==> src/hw/rtl/rwlt_pkg.sv <==
// ----------------------------------------------------------------------------
// rwlt_pkg
// Shared types and constants for the reader/writer lock table.
// ----------------------------------------------------------------------------
package rwlt_pkg;

   localparam int LOCK_ID_W = 64;
   localparam int COUNT_W   = 8;
   localparam int ENTRY_W   = LOCK_ID_W + COUNT_W;

   localparam logic [COUNT_W-1:0] WRITE_MARK = 8'hFF;
   localparam logic [COUNT_W-1:0] READER_MAX = 8'd254;

   typedef enum logic [1:0] {
      OP_ACQ_READ  = 2'd0,
      OP_ACQ_WRITE = 2'd1,
      OP_REL_READ  = 2'd2,
      OP_REL_WRITE = 2'd3
   } op_type;

   typedef enum logic [1:0] {
      STATUS_DONE   = 2'd0,
      STATUS_HELD   = 2'd1,
      STATUS_FULL   = 2'd2,
      STATUS_ABSENT = 2'd3
   } status_type;

   typedef enum logic [1:0] {
      FSM_IDLE,
      FSM_SCAN,
      FSM_DRAIN,
      FSM_EXEC
   } fsm_type;

endpackage

==> src/hw/rtl/rwlt_entry_ram.sv <==
// ----------------------------------------------------------------------------
// rwlt_entry_ram
// Single write port, single read port RAM holding {lock id, count} entries.
// ----------------------------------------------------------------------------
module rwlt_entry_ram #(
   parameter int DEPTH = 16,
   parameter int WIDTH = 72
) (
   input  logic                     clock,
   input  logic                     wr_en,
   input  logic [$clog2(DEPTH)-1:0] wr_addr,
   input  logic [WIDTH-1:0]         wr_data,
   input  logic [$clog2(DEPTH)-1:0] rd_addr,
   output logic [WIDTH-1:0]         rd_data
);

   logic [WIDTH-1:0] mem [DEPTH];
   logic [WIDTH-1:0] rd_data_ff;

   always_ff @(posedge clock) begin
      if (wr_en) begin
         mem[wr_addr] <= wr_data;
      end
   end

   // registered read port
   always_ff @(posedge clock) begin
      rd_data_ff <= mem[rd_addr];
   end

   assign rd_data = rd_data_ff;

endmodule

==> src/hw/rtl/reader_writer_lock_table.sv <==
// ----------------------------------------------------------------------------
// reader_writer_lock_table
// Reader/writer lock table keyed by a 64-bit lock id.
// ----------------------------------------------------------------------------
// Usage:
//   req_* : one beat per request, tdata = {lock_id, op}. Each request yields
//           exactly one rsp_* beat, tdata = {holder_count, status, granted}.
//   The id/count pairs live in a RAM of TABLE_ENTRIES words; valid bits are
//   flops. A request walks every RAM word (one read per cycle) to find the
//   lowest matching entry and the lowest free one, then updates the table.
//   A new request is accepted only in the idle state, after the previous one
//   has updated the table; the walk uses the single RAM read port.
//   Reset (synchronous, active high) clears every valid bit, i.e. empties the
//   table; no clearing pass is needed. RAM contents are don't care.
//   A finished response sits in the output register while the next request
//   is accepted and walked; if rsp_tready stays low the block stalls before
//   updating the table for that next request, so no beat is ever dropped.
//   Only one request is in flight, so the walk never overlaps a RAM write.
// ----------------------------------------------------------------------------
module reader_writer_lock_table
   import rwlt_pkg::*;
#(
   parameter int TABLE_ENTRIES = 16
) (
   input  logic        clock,
   input  logic        reset,
   input  logic        req_tvalid,
   output logic        req_tready,
   input  logic [71:0] req_tdata,   // [1:0] op, [65:2] lock_id, [71:66] zero
   output logic        rsp_tvalid,
   input  logic        rsp_tready,
   output logic [15:0] rsp_tdata    // [0] granted, [2:1] status,
                                    // [10:3] holder_count, [15:11] zero
);

   localparam int IDX_W = $clog2(TABLE_ENTRIES);
   localparam logic [IDX_W-1:0] LAST_IDX = IDX_W'(TABLE_ENTRIES - 1);

   // state machine
   fsm_type state_ff, state_in;

   // captured request
   op_type               op_ff;
   logic [LOCK_ID_W-1:0] key_ff;

   // walk
   logic [IDX_W-1:0] scan_idx_ff, scan_idx_in;
   logic             rd_vld_ff;
   logic [IDX_W-1:0] rd_idx_ff;
   logic [ENTRY_W-1:0] rd_data;

   // walk results
   logic               hit_ff, free_ff;
   logic [IDX_W-1:0]   hit_idx_ff, free_idx_ff;
   logic [COUNT_W-1:0] hit_count_ff;

   logic [TABLE_ENTRIES-1:0] valid_ff;

   // output register
   logic         rsp_vld_ff, rsp_vld_in;
   logic [10:0]  rsp_data_ff;

   // update controls
   logic               mem_we;
   logic [IDX_W-1:0]   wr_idx;
   logic [COUNT_W-1:0] wr_count;
   logic               valid_set, valid_clr;
   logic               res_load;
   logic               res_granted;
   status_type         res_status;
   logic [COUNT_W-1:0] res_count;

   logic req_beat;
   logic entry_vld, entry_match;

   assign req_tready = (state_ff == FSM_IDLE);
   assign req_beat   = req_tvalid && req_tready;

   rwlt_entry_ram #(
      .DEPTH (TABLE_ENTRIES),
      .WIDTH (ENTRY_W)
   ) u_entry_ram (
      .clock   (clock),
      .wr_en   (mem_we),
      .wr_addr (wr_idx),
      .wr_data ({key_ff, wr_count}),
      .rd_addr (scan_idx_ff),
      .rd_data (rd_data)
   );

   assign entry_vld   = valid_ff[rd_idx_ff];
   assign entry_match = entry_vld && (rd_data[COUNT_W +: LOCK_ID_W] == key_ff);

   // next state, table update and response
   always_comb begin
      state_in    = state_ff;
      scan_idx_in = scan_idx_ff;
      mem_we      = 1'b0;
      wr_idx      = hit_idx_ff;
      wr_count    = hit_count_ff;
      valid_set   = 1'b0;
      valid_clr   = 1'b0;
      res_load    = 1'b0;
      res_granted = 1'b0;
      res_status  = STATUS_DONE;
      res_count   = '0;
      rsp_vld_in  = rsp_vld_ff && !rsp_tready;

      case (state_ff)
         FSM_IDLE: begin
            scan_idx_in = '0;
            if (req_beat) begin
               state_in = FSM_SCAN;
            end
         end
         FSM_SCAN: begin
            if (scan_idx_ff == LAST_IDX) begin
               state_in = FSM_DRAIN;
            end else begin
               scan_idx_in = scan_idx_ff + 1'b1;
            end
         end
         FSM_DRAIN: begin
            state_in = FSM_EXEC;
         end
         FSM_EXEC: begin
            // wait for room in the output register
            if (!rsp_vld_ff || rsp_tready) begin
               res_load   = 1'b1;
               rsp_vld_in = 1'b1;
               state_in   = FSM_IDLE;
            end
         end
         default: begin
            state_in = FSM_IDLE;
         end
      endcase

      if (res_load) begin
         case (op_ff)
            OP_ACQ_READ, OP_ACQ_WRITE: begin
               if (hit_ff) begin
                  res_count = hit_count_ff;
                  if (op_ff == OP_ACQ_READ && hit_count_ff < READER_MAX) begin
                     res_count   = hit_count_ff + 1'b1;
                     wr_count    = res_count;
                     mem_we      = 1'b1;
                     res_granted = 1'b1;
                  end else begin
                     res_status = STATUS_HELD;
                  end
               end else if (!free_ff) begin
                  res_status = STATUS_FULL;
               end else begin
                  res_count   = (op_ff == OP_ACQ_READ) ? COUNT_W'(1) : WRITE_MARK;
                  wr_idx      = free_idx_ff;
                  wr_count    = res_count;
                  mem_we      = 1'b1;
                  valid_set   = 1'b1;
                  res_granted = 1'b1;
               end
            end
            OP_REL_READ: begin
               if (!hit_ff) begin
                  res_status = STATUS_ABSENT;
               end else if (hit_count_ff == WRITE_MARK) begin
                  res_status = STATUS_HELD;
                  res_count  = WRITE_MARK;
               end else begin
                  res_count   = (hit_count_ff == '0) ? '0 : hit_count_ff - 1'b1;
                  wr_count    = res_count;
                  mem_we      = 1'b1;
                  valid_clr   = (res_count == '0);
                  res_granted = 1'b1;
               end
            end
            OP_REL_WRITE: begin
               if (!hit_ff) begin
                  res_status = STATUS_ABSENT;
               end else begin
                  valid_clr   = 1'b1;
                  res_granted = 1'b1;
               end
            end
            default: begin
               res_status = STATUS_ABSENT;
            end
         endcase
      end
   end

   always_ff @(posedge clock) begin
      if (reset) begin
         state_ff    <= FSM_IDLE;
         scan_idx_ff <= '0;
         rd_vld_ff   <= 1'b0;
         rsp_vld_ff  <= 1'b0;
         valid_ff    <= '0;
         hit_ff      <= 1'b0;
         free_ff     <= 1'b0;
      end else begin
         state_ff    <= state_in;
         scan_idx_ff <= scan_idx_in;
         rd_vld_ff   <= (state_ff == FSM_SCAN);
         rsp_vld_ff  <= rsp_vld_in;
         if (valid_set) begin
            valid_ff[wr_idx] <= 1'b1;
         end
         if (valid_clr) begin
            valid_ff[wr_idx] <= 1'b0;
         end
         // lowest match and lowest free slot, in walk order
         if (req_beat) begin
            hit_ff  <= 1'b0;
            free_ff <= 1'b0;
         end else if (rd_vld_ff) begin
            if (entry_match && !hit_ff) begin
               hit_ff <= 1'b1;
            end
            if (!entry_vld && !free_ff) begin
               free_ff <= 1'b1;
            end
         end
      end
   end

   // payload registers
   always_ff @(posedge clock) begin
      rd_idx_ff <= scan_idx_ff;
      if (req_beat) begin
         op_ff  <= op_type'(req_tdata[1:0]);
         key_ff <= req_tdata[2 +: LOCK_ID_W];
      end
      if (rd_vld_ff && entry_match && !hit_ff) begin
         hit_idx_ff   <= rd_idx_ff;
         hit_count_ff <= rd_data[COUNT_W-1:0];
      end
      if (rd_vld_ff && !entry_vld && !free_ff) begin
         free_idx_ff <= rd_idx_ff;
      end
      if (res_load) begin
         rsp_data_ff <= {res_count, res_status, res_granted};
      end
   end

   assign rsp_tvalid = rsp_vld_ff;
   assign rsp_tdata  = {5'b0, rsp_data_ff};

endmodule
==> config.mk <==
export PLATFORM = sky130hd
export DESIGN_NAME = reader_writer_lock_table
export DESIGN_NICKNAME = d
export VERILOG_FILES = /design/src/hw/rtl/rwlt_pkg.sv /design/src/hw/rtl/rwlt_entry_ram.sv /design/src/hw/rtl/reader_writer_lock_table.sv
export SDC_FILE = /design/constraint.sdc
export NUM_CORES = 1
export LEC_CHECK = 0
export BUFFER_PORTS_ARGS = -buffer_cell sky130_fd_sc_hd__buf_2
export CAP_MARGIN = 10
export CORE_ASPECT_RATIO = 2
export CORE_MARGIN = 10
export CORE_UTILIZATION = 65
export CTS_BUF_LIST = sky130_fd_sc_hd__clkbuf_8
export DETAILED_ROUTE_END_ITERATION = 16
export MAX_ROUTING_LAYER = met4
export PLACE_DENSITY = 0.88
export SLEW_MARGIN = 0
export SYNTH_ARGS = -nofsm -noshare
export SYNTH_HDL_FRONTEND = slang
export SYNTH_HIERARCHICAL = 1
export SYNTH_SLANG_ARGS = --single-unit
export TNS_END_PERCENT = 1
==> constraint.sdc <==
create_clock -name clock -period 20.5 [get_ports clock]
set_clock_uncertainty 0.15 [all_clocks]
set_input_delay 4.1 -clock clock [delete_from_list [all_inputs] [get_ports clock]]
set_output_delay 4.1 -clock clock [all_outputs]
set_load 0.01 [all_outputs]
# ---- Word level (Yosys, flattened, before mapping)
# Memory sizes are Yosys's and may differ from the RTL's. A register that Yosys moved wholly into a read port is not among the register bits.
# Cells that the tools add are included.
# W data, S select, Z words.
dict set report totals {
  latchBits 0
  ramBits 1152
  output_inout_bits 18
  register_bits 123
  mem_count 1
  mem_bits_ro 0
}
# memory depth width read_ports rd_clocked_by_memory_dff write_ports line_no
set memory_table {}
lappend memory_table {u_entry_ram.mem 16 72 1 1 1 rwlt_entry_ram.sv:17} ;# logic [WIDTH-1:0] mem [DEPTH];
dict set report op_classes {
  mux 60
  mul 0
  bitwise_logic 3
  div 0
  shift 0
  magnitude_cmp 4
  add_sub_neg 3
  n_eq_ne 13
  reduce_logical 28
}
# cell n
set op_table {}
lappend op_table {{$mux W8} 12}
lappend op_table {{$eq A64 B64 Y1} 1}
lappend op_table {{$mux W16} 3}
lappend op_table {{$pmux W8 S2} 2}
lappend op_table {{$mux W1} 23}
lappend op_table {{$mux W4} 5}
lappend op_table {{$and A16 B16 Y16} 1}
lappend op_table {{$logic_not A8 Y1} 2}
lappend op_table {{$not A16 Y16} 1}
lappend op_table {{$or A16 B16 Y16} 1}
lappend op_table {{$mux W2} 7}
lappend op_table {{$logic_and A1 B1 Y1} 11}
lappend op_table {{$lt A4 B5 Y1 const B} 2}
lappend op_table {{$add A8 B1 Y8 const B} 1}
lappend op_table {{$eq A2 B2 Y1 const B} 4}
lappend op_table {{$eq A8 B8 Y1 const B} 1}
lappend op_table {{$lt A8 B8 Y1 const B} 1}
lappend op_table {{$pmux W2 S4} 1}
lappend op_table {{$pmux W4 S2} 1}
lappend op_table {{$sub A8 B1 Y8 const B} 1}
lappend op_table {{$ne A2 B2 Y1 const B} 3}
lappend op_table {{$pmux W2 S3} 1}
lappend op_table {{$reduce_and A2 Y1} 3}
lappend op_table {{$logic_not A1 Y1} 5}
lappend op_table {{other kinds (14)} 18}

# ---- Depth between registers and ports, before layout
dict set report depth {
  ltp_word 14
  mapped_depth 9
}

# ---- By module
# Netlist, hierarchy kept.
# module cells_each area_per_inst_um2 seq_area_each_um2 n_inst
set by_module_without_submodules {}
lappend by_module_without_submodules {rwlt_entry_ram 1850 44550.2 36034.6 1}
lappend by_module_without_submodules {reader_writer_lock_table 599 6603.8 3393.3 1}

# ---- Worst setup path before layout
# No wires, ideal clock.
dict set report synth_timing {
  kind {input to register}
  startpoint {in rsp_tready}
  endpoint {mem u_entry_ram.mem[0][0] (enable)}
  required_ns 19.760
  t_arrival_ns 10.442
  slack_ns 9.318
  path_buffers 0
  cell_stages 6
  cell_sequence {nand2b_1 -> nand3_2 -> mux2i_4 -> inv_2 -> or3b_2 -> nor3_1}
}
dict set report synth_via {
  elab_cells_between_ends 7
  cone_classes {mux: 6; reduce/logical: 1}
}
# item line_no
set synth_lines {}
lappend synth_lines {{start, declared} reader_writer_lock_table.sv:31} ;# input logic rsp_tready,
lappend synth_lines {{$logic_or A1 B1 Y1} reader_writer_lock_table.sv:128} ;# if (!rsp_vld_ff || rsp_tready) begin
lappend synth_lines {{$mux W1} reader_writer_lock_table.sv:128}
lappend synth_lines {{$mux W1} reader_writer_lock_table.sv:109} ;# case (state_ff)
lappend synth_lines {{$mux W4} reader_writer_lock_table.sv:139} ;# if (res_load) begin
lappend synth_lines {{via wr_idx[2]} reader_writer_lock_table.sv:65} ;# logic [IDX_W-1:0] wr_idx;
lappend synth_lines {{end, declared} rwlt_entry_ram.sv:17}
# The timed path passes the listed nets, and every way through them passes these cells.

# ---- Worst setup path in the final report
dict set report layout_timing {
  startpoint {in rsp_tready}
  endpoint {mem u_entry_ram.mem[15][66] (enable)}
}
# The elaborated chain is that of the path after synthesis.

==> out/results.ini <==
[outcome]
status=finished clean

[sta]
grt_setup_unrepaired=no
tightest_slew_ns=1.23
hold_violations=0
finalSetupTns_ns=0
max_freq_mhz=132
fin_crit_sh=0.370
slew_viol_final=0
period_needed_ns=7.59
hold_ws_ns=0.262
timing.slew.headroom=0.179
setup_violations=0

[placed_design]
place_area_mm2=0.0527
place_hpwl_um=63700
place_inst=3487
gp_congestion=0.992
portBuffers=82

[floorplanning]
die_x_um=218
pin_count=94
die_y_um=417
row_count=145
initial_core_util=0.656
die_area_mm2=0.0910
core-area_mm2=0.0780

[clock_network]
cts_tree=built
clkSinkCount=1347
cts-root-buf=clkbuf_8
hold_buffers=0
ctsResizeCount=0
clk_path_buf_depth=3
clkLatencyLatePin_ns=0.82
cts.htree.levels=4
cts_setup_buffers=0
clk_pin_slew_ns=0.07
numCtsBuffers=169

[worst_setup_path]
cp-start-kind=input port
crit_fanout=38
end_kind=flop
cp_data_required_time_ns=20.78
critPathKind=input port to flop
cp_data_arrival_time_ns=7.87

[power_and_ir_drop]
ir_drop_v=0.0000811
power.static_leakage_nw=17.6
power.density_mw_per_mm2=108

[routing]
drt_wl_total_um=121000
drtPass1Iterations=7
vias=26188
drcViolationCount=0
dr.first_iter.drc_count=3942
drt-wirelength-per-cell_um=31.8
postRouteAntennaNets=0
routed_via_density=6.89

[global_route]
use_met2=0.444
grt_max_degree=185
gr-total-overflow=0
first_global_vias=27476
met3_usage=0.0557
track_usage=0.279
grt_pass1_wl_um=179000
antenna_found_initial=1
gr-usage-met1=0.325
busiest_layer=met2

[synthesis]
synth_edf_count=1245
ys_types=81
synth_ff_type=edfxtp_1
yosys_warnings=6
synth_area_mm2=0.0512
synthCells=2449
avgSynthCellArea_um2=20.9
ys_ff_latch=1347
async_reset_ff_frac=0
ys_seq_area_frac=0.771

[min_path]
worstHoldPathType=flop to flop

[layout]
fin_area_mm2=0.0561
layout-area-overhead-vs-synth_pct=9.69
utilization=0.719
drive_above_1_share=0.258
final_cell_count_no_fill=3803
nNetsFinal=2713

[job]
maxCapViolations=0

-- kinds of logic after synthesis --
group,count (synthesis),share of synthesized area
AOI/OAI and AO/OA,257,0.0376
other,1,0.0000733
adders and majority gates,8,0.00196
muxes,304,0.131
buffers and inverters,144,0.0151
and+or+nand+nor,337,0.0345
xor gates and xnor gates,51,0.00873
DFF,1347,0.771
-- worst max-delay path, stage by stage --
cell,delay [ns]
buf_2,0.09
nand2b_1,0.23
nand3_2,0.31
o21ai_0,0.98
nand2_1,0.50
nor2_4,0.21
buf_4,0.64
buf_4,0.76
-- synthesized netlist by cell type (all sizes together), types with 4 or more instances --
cell / instances / area [µm²]
nand3: 14 / 75.1
a211oi: 6 / 45.0
nand2b: 48 / 300
inv: 20 / 75.1
nand4: 39 / 250
clkbuf: 61 / 230
nand2: 99 / 372
xnor2: 48 / 420
o31ai: 4 / 48.8
edfxtp: 1245 / 37400
ha: 8 / 100
mux4: 292 / 6580
o2111ai: 6 / 52.6
nor3: 20 / 111
a22oi: 145 / 1090
a41oi: 6 / 60.1
o21ai: 19 / 95.1
and3: 5 / 31.3
nor4: 20 / 140
a31oi: 18 / 113
buf: 62 / 464
mux2: 4 / 45.0
or2: 12 / 77.6
dfxtp: 102 / 2040
mux2i: 8 / 92.6
nor2b: 10 / 62.6
a311oi: 5 / 43.8
a21oi: 18 / 101
nor2: 51 / 191
a2111oi: 5 / 56.3
-- where the power goes --
group / leakage, nW / switching, W / internal, W
registers: 12.1 / 0.000178 / 0.00321
clock network: 1.95 / 0.000970 / 0.000957
logic: 3.55 / 0.000413 / 0.000356
-- registers in the layout, summed over array words and instances (netlist names) --
signal,cells
free_ff,1
free_idx_ff,4
hit_count_ff,8
hit_ff,1
hit_idx_ff,4
key_ff,64
op_ff,2
rd_idx_ff,4
rd_vld_ff,1
rsp_data_ff,11
rsp_tvalid,1
scan_idx_ff,4
state_ff,2
u_entry_ram/mem,1152
u_entry_ram/rd_data,72
valid_ff,16
-- cell type report --
cell class / count / area, µm²
Antenna cell: 1 / 2.50
Clock buffer: 185 / 2550
Clock inverter: 130 / 851
Fill cell: 4166 / 21900
Inverter: 21 / 78.8
Multi-Input combinational cell: 962 / 11100
Sequential cell: 1347 / 39400
Tap cell: 1029 / 1290
Timing Repair Buffer: 128 / 781
-- path summary, 6_finish.rpt --
| kind | start | endpoint | slack, ns | depth (start not counted) |
|---|---|---|---|---|
| worst min-delay path | u_entry_ram/rd_data[2]$_DFF_P_ | hit_count_ff[2]$_DFFE_PP_ | 0.26 | 0 |
| worst min register to register | u_entry_ram/rd_data[2]$_DFF_P_ | hit_count_ff[2]$_DFFE_PP_ | 0.26 | 0 |
| worst max register to register | op_ff[1]$_DFFE_PP_ | u_entry_ram/mem[15][66]$_DFFE_PP_ | 15.56 | 7 |
| worst max-delay path | rsp_tready | u_entry_ram/mem[15][66]$_DFFE_PP_ | 12.91 | 8 |
-- per-layer routing --
| metal | vias up | share of wire |
|---|---|---|
| li1 | 10563 | - |
| met1 | 13272 | 0.32 |
| met2 | 1907 | 0.51 |
| met3 | 446 | 0.10 |
| met4 | 0 | 0.065 |
| met5 | - | 0 |
-- metrics by stage --
| stage | total power, W | worst slack [ns] |
|---|---|---|
| finish | 0.00608 | 12.91 |
| floorplan | 0.00396 | 9.32 |
| global route | 0.00628 | 12.80 |
| detailed placement | 0.00420 | 12.25 |
| CTS | 0.00610 | 13.10 |
| global placement | 0.00414 | 12.46 |
-- cells in the final DEF, fill, tap and decap left out, drive strengths merged, types with 20 or more instances in the layout --
| cell type | count |
|---|---|
| clkbuf | 185 |
| nor4 | 20 |
| mux4 | 292 |
| buf | 128 |
| a22oi | 145 |
| nand2b | 48 |
| inv | 84 |
| nor3 | 20 |
| nor2 | 51 |
| nand4 | 39 |
| nand2 | 99 |
| clkinv | 50 |
| dfxtp | 102 |
| edfxtp | 1245 |
| xnor2 | 48 |
Note: power is estimated with default switching activity, not from simulation.
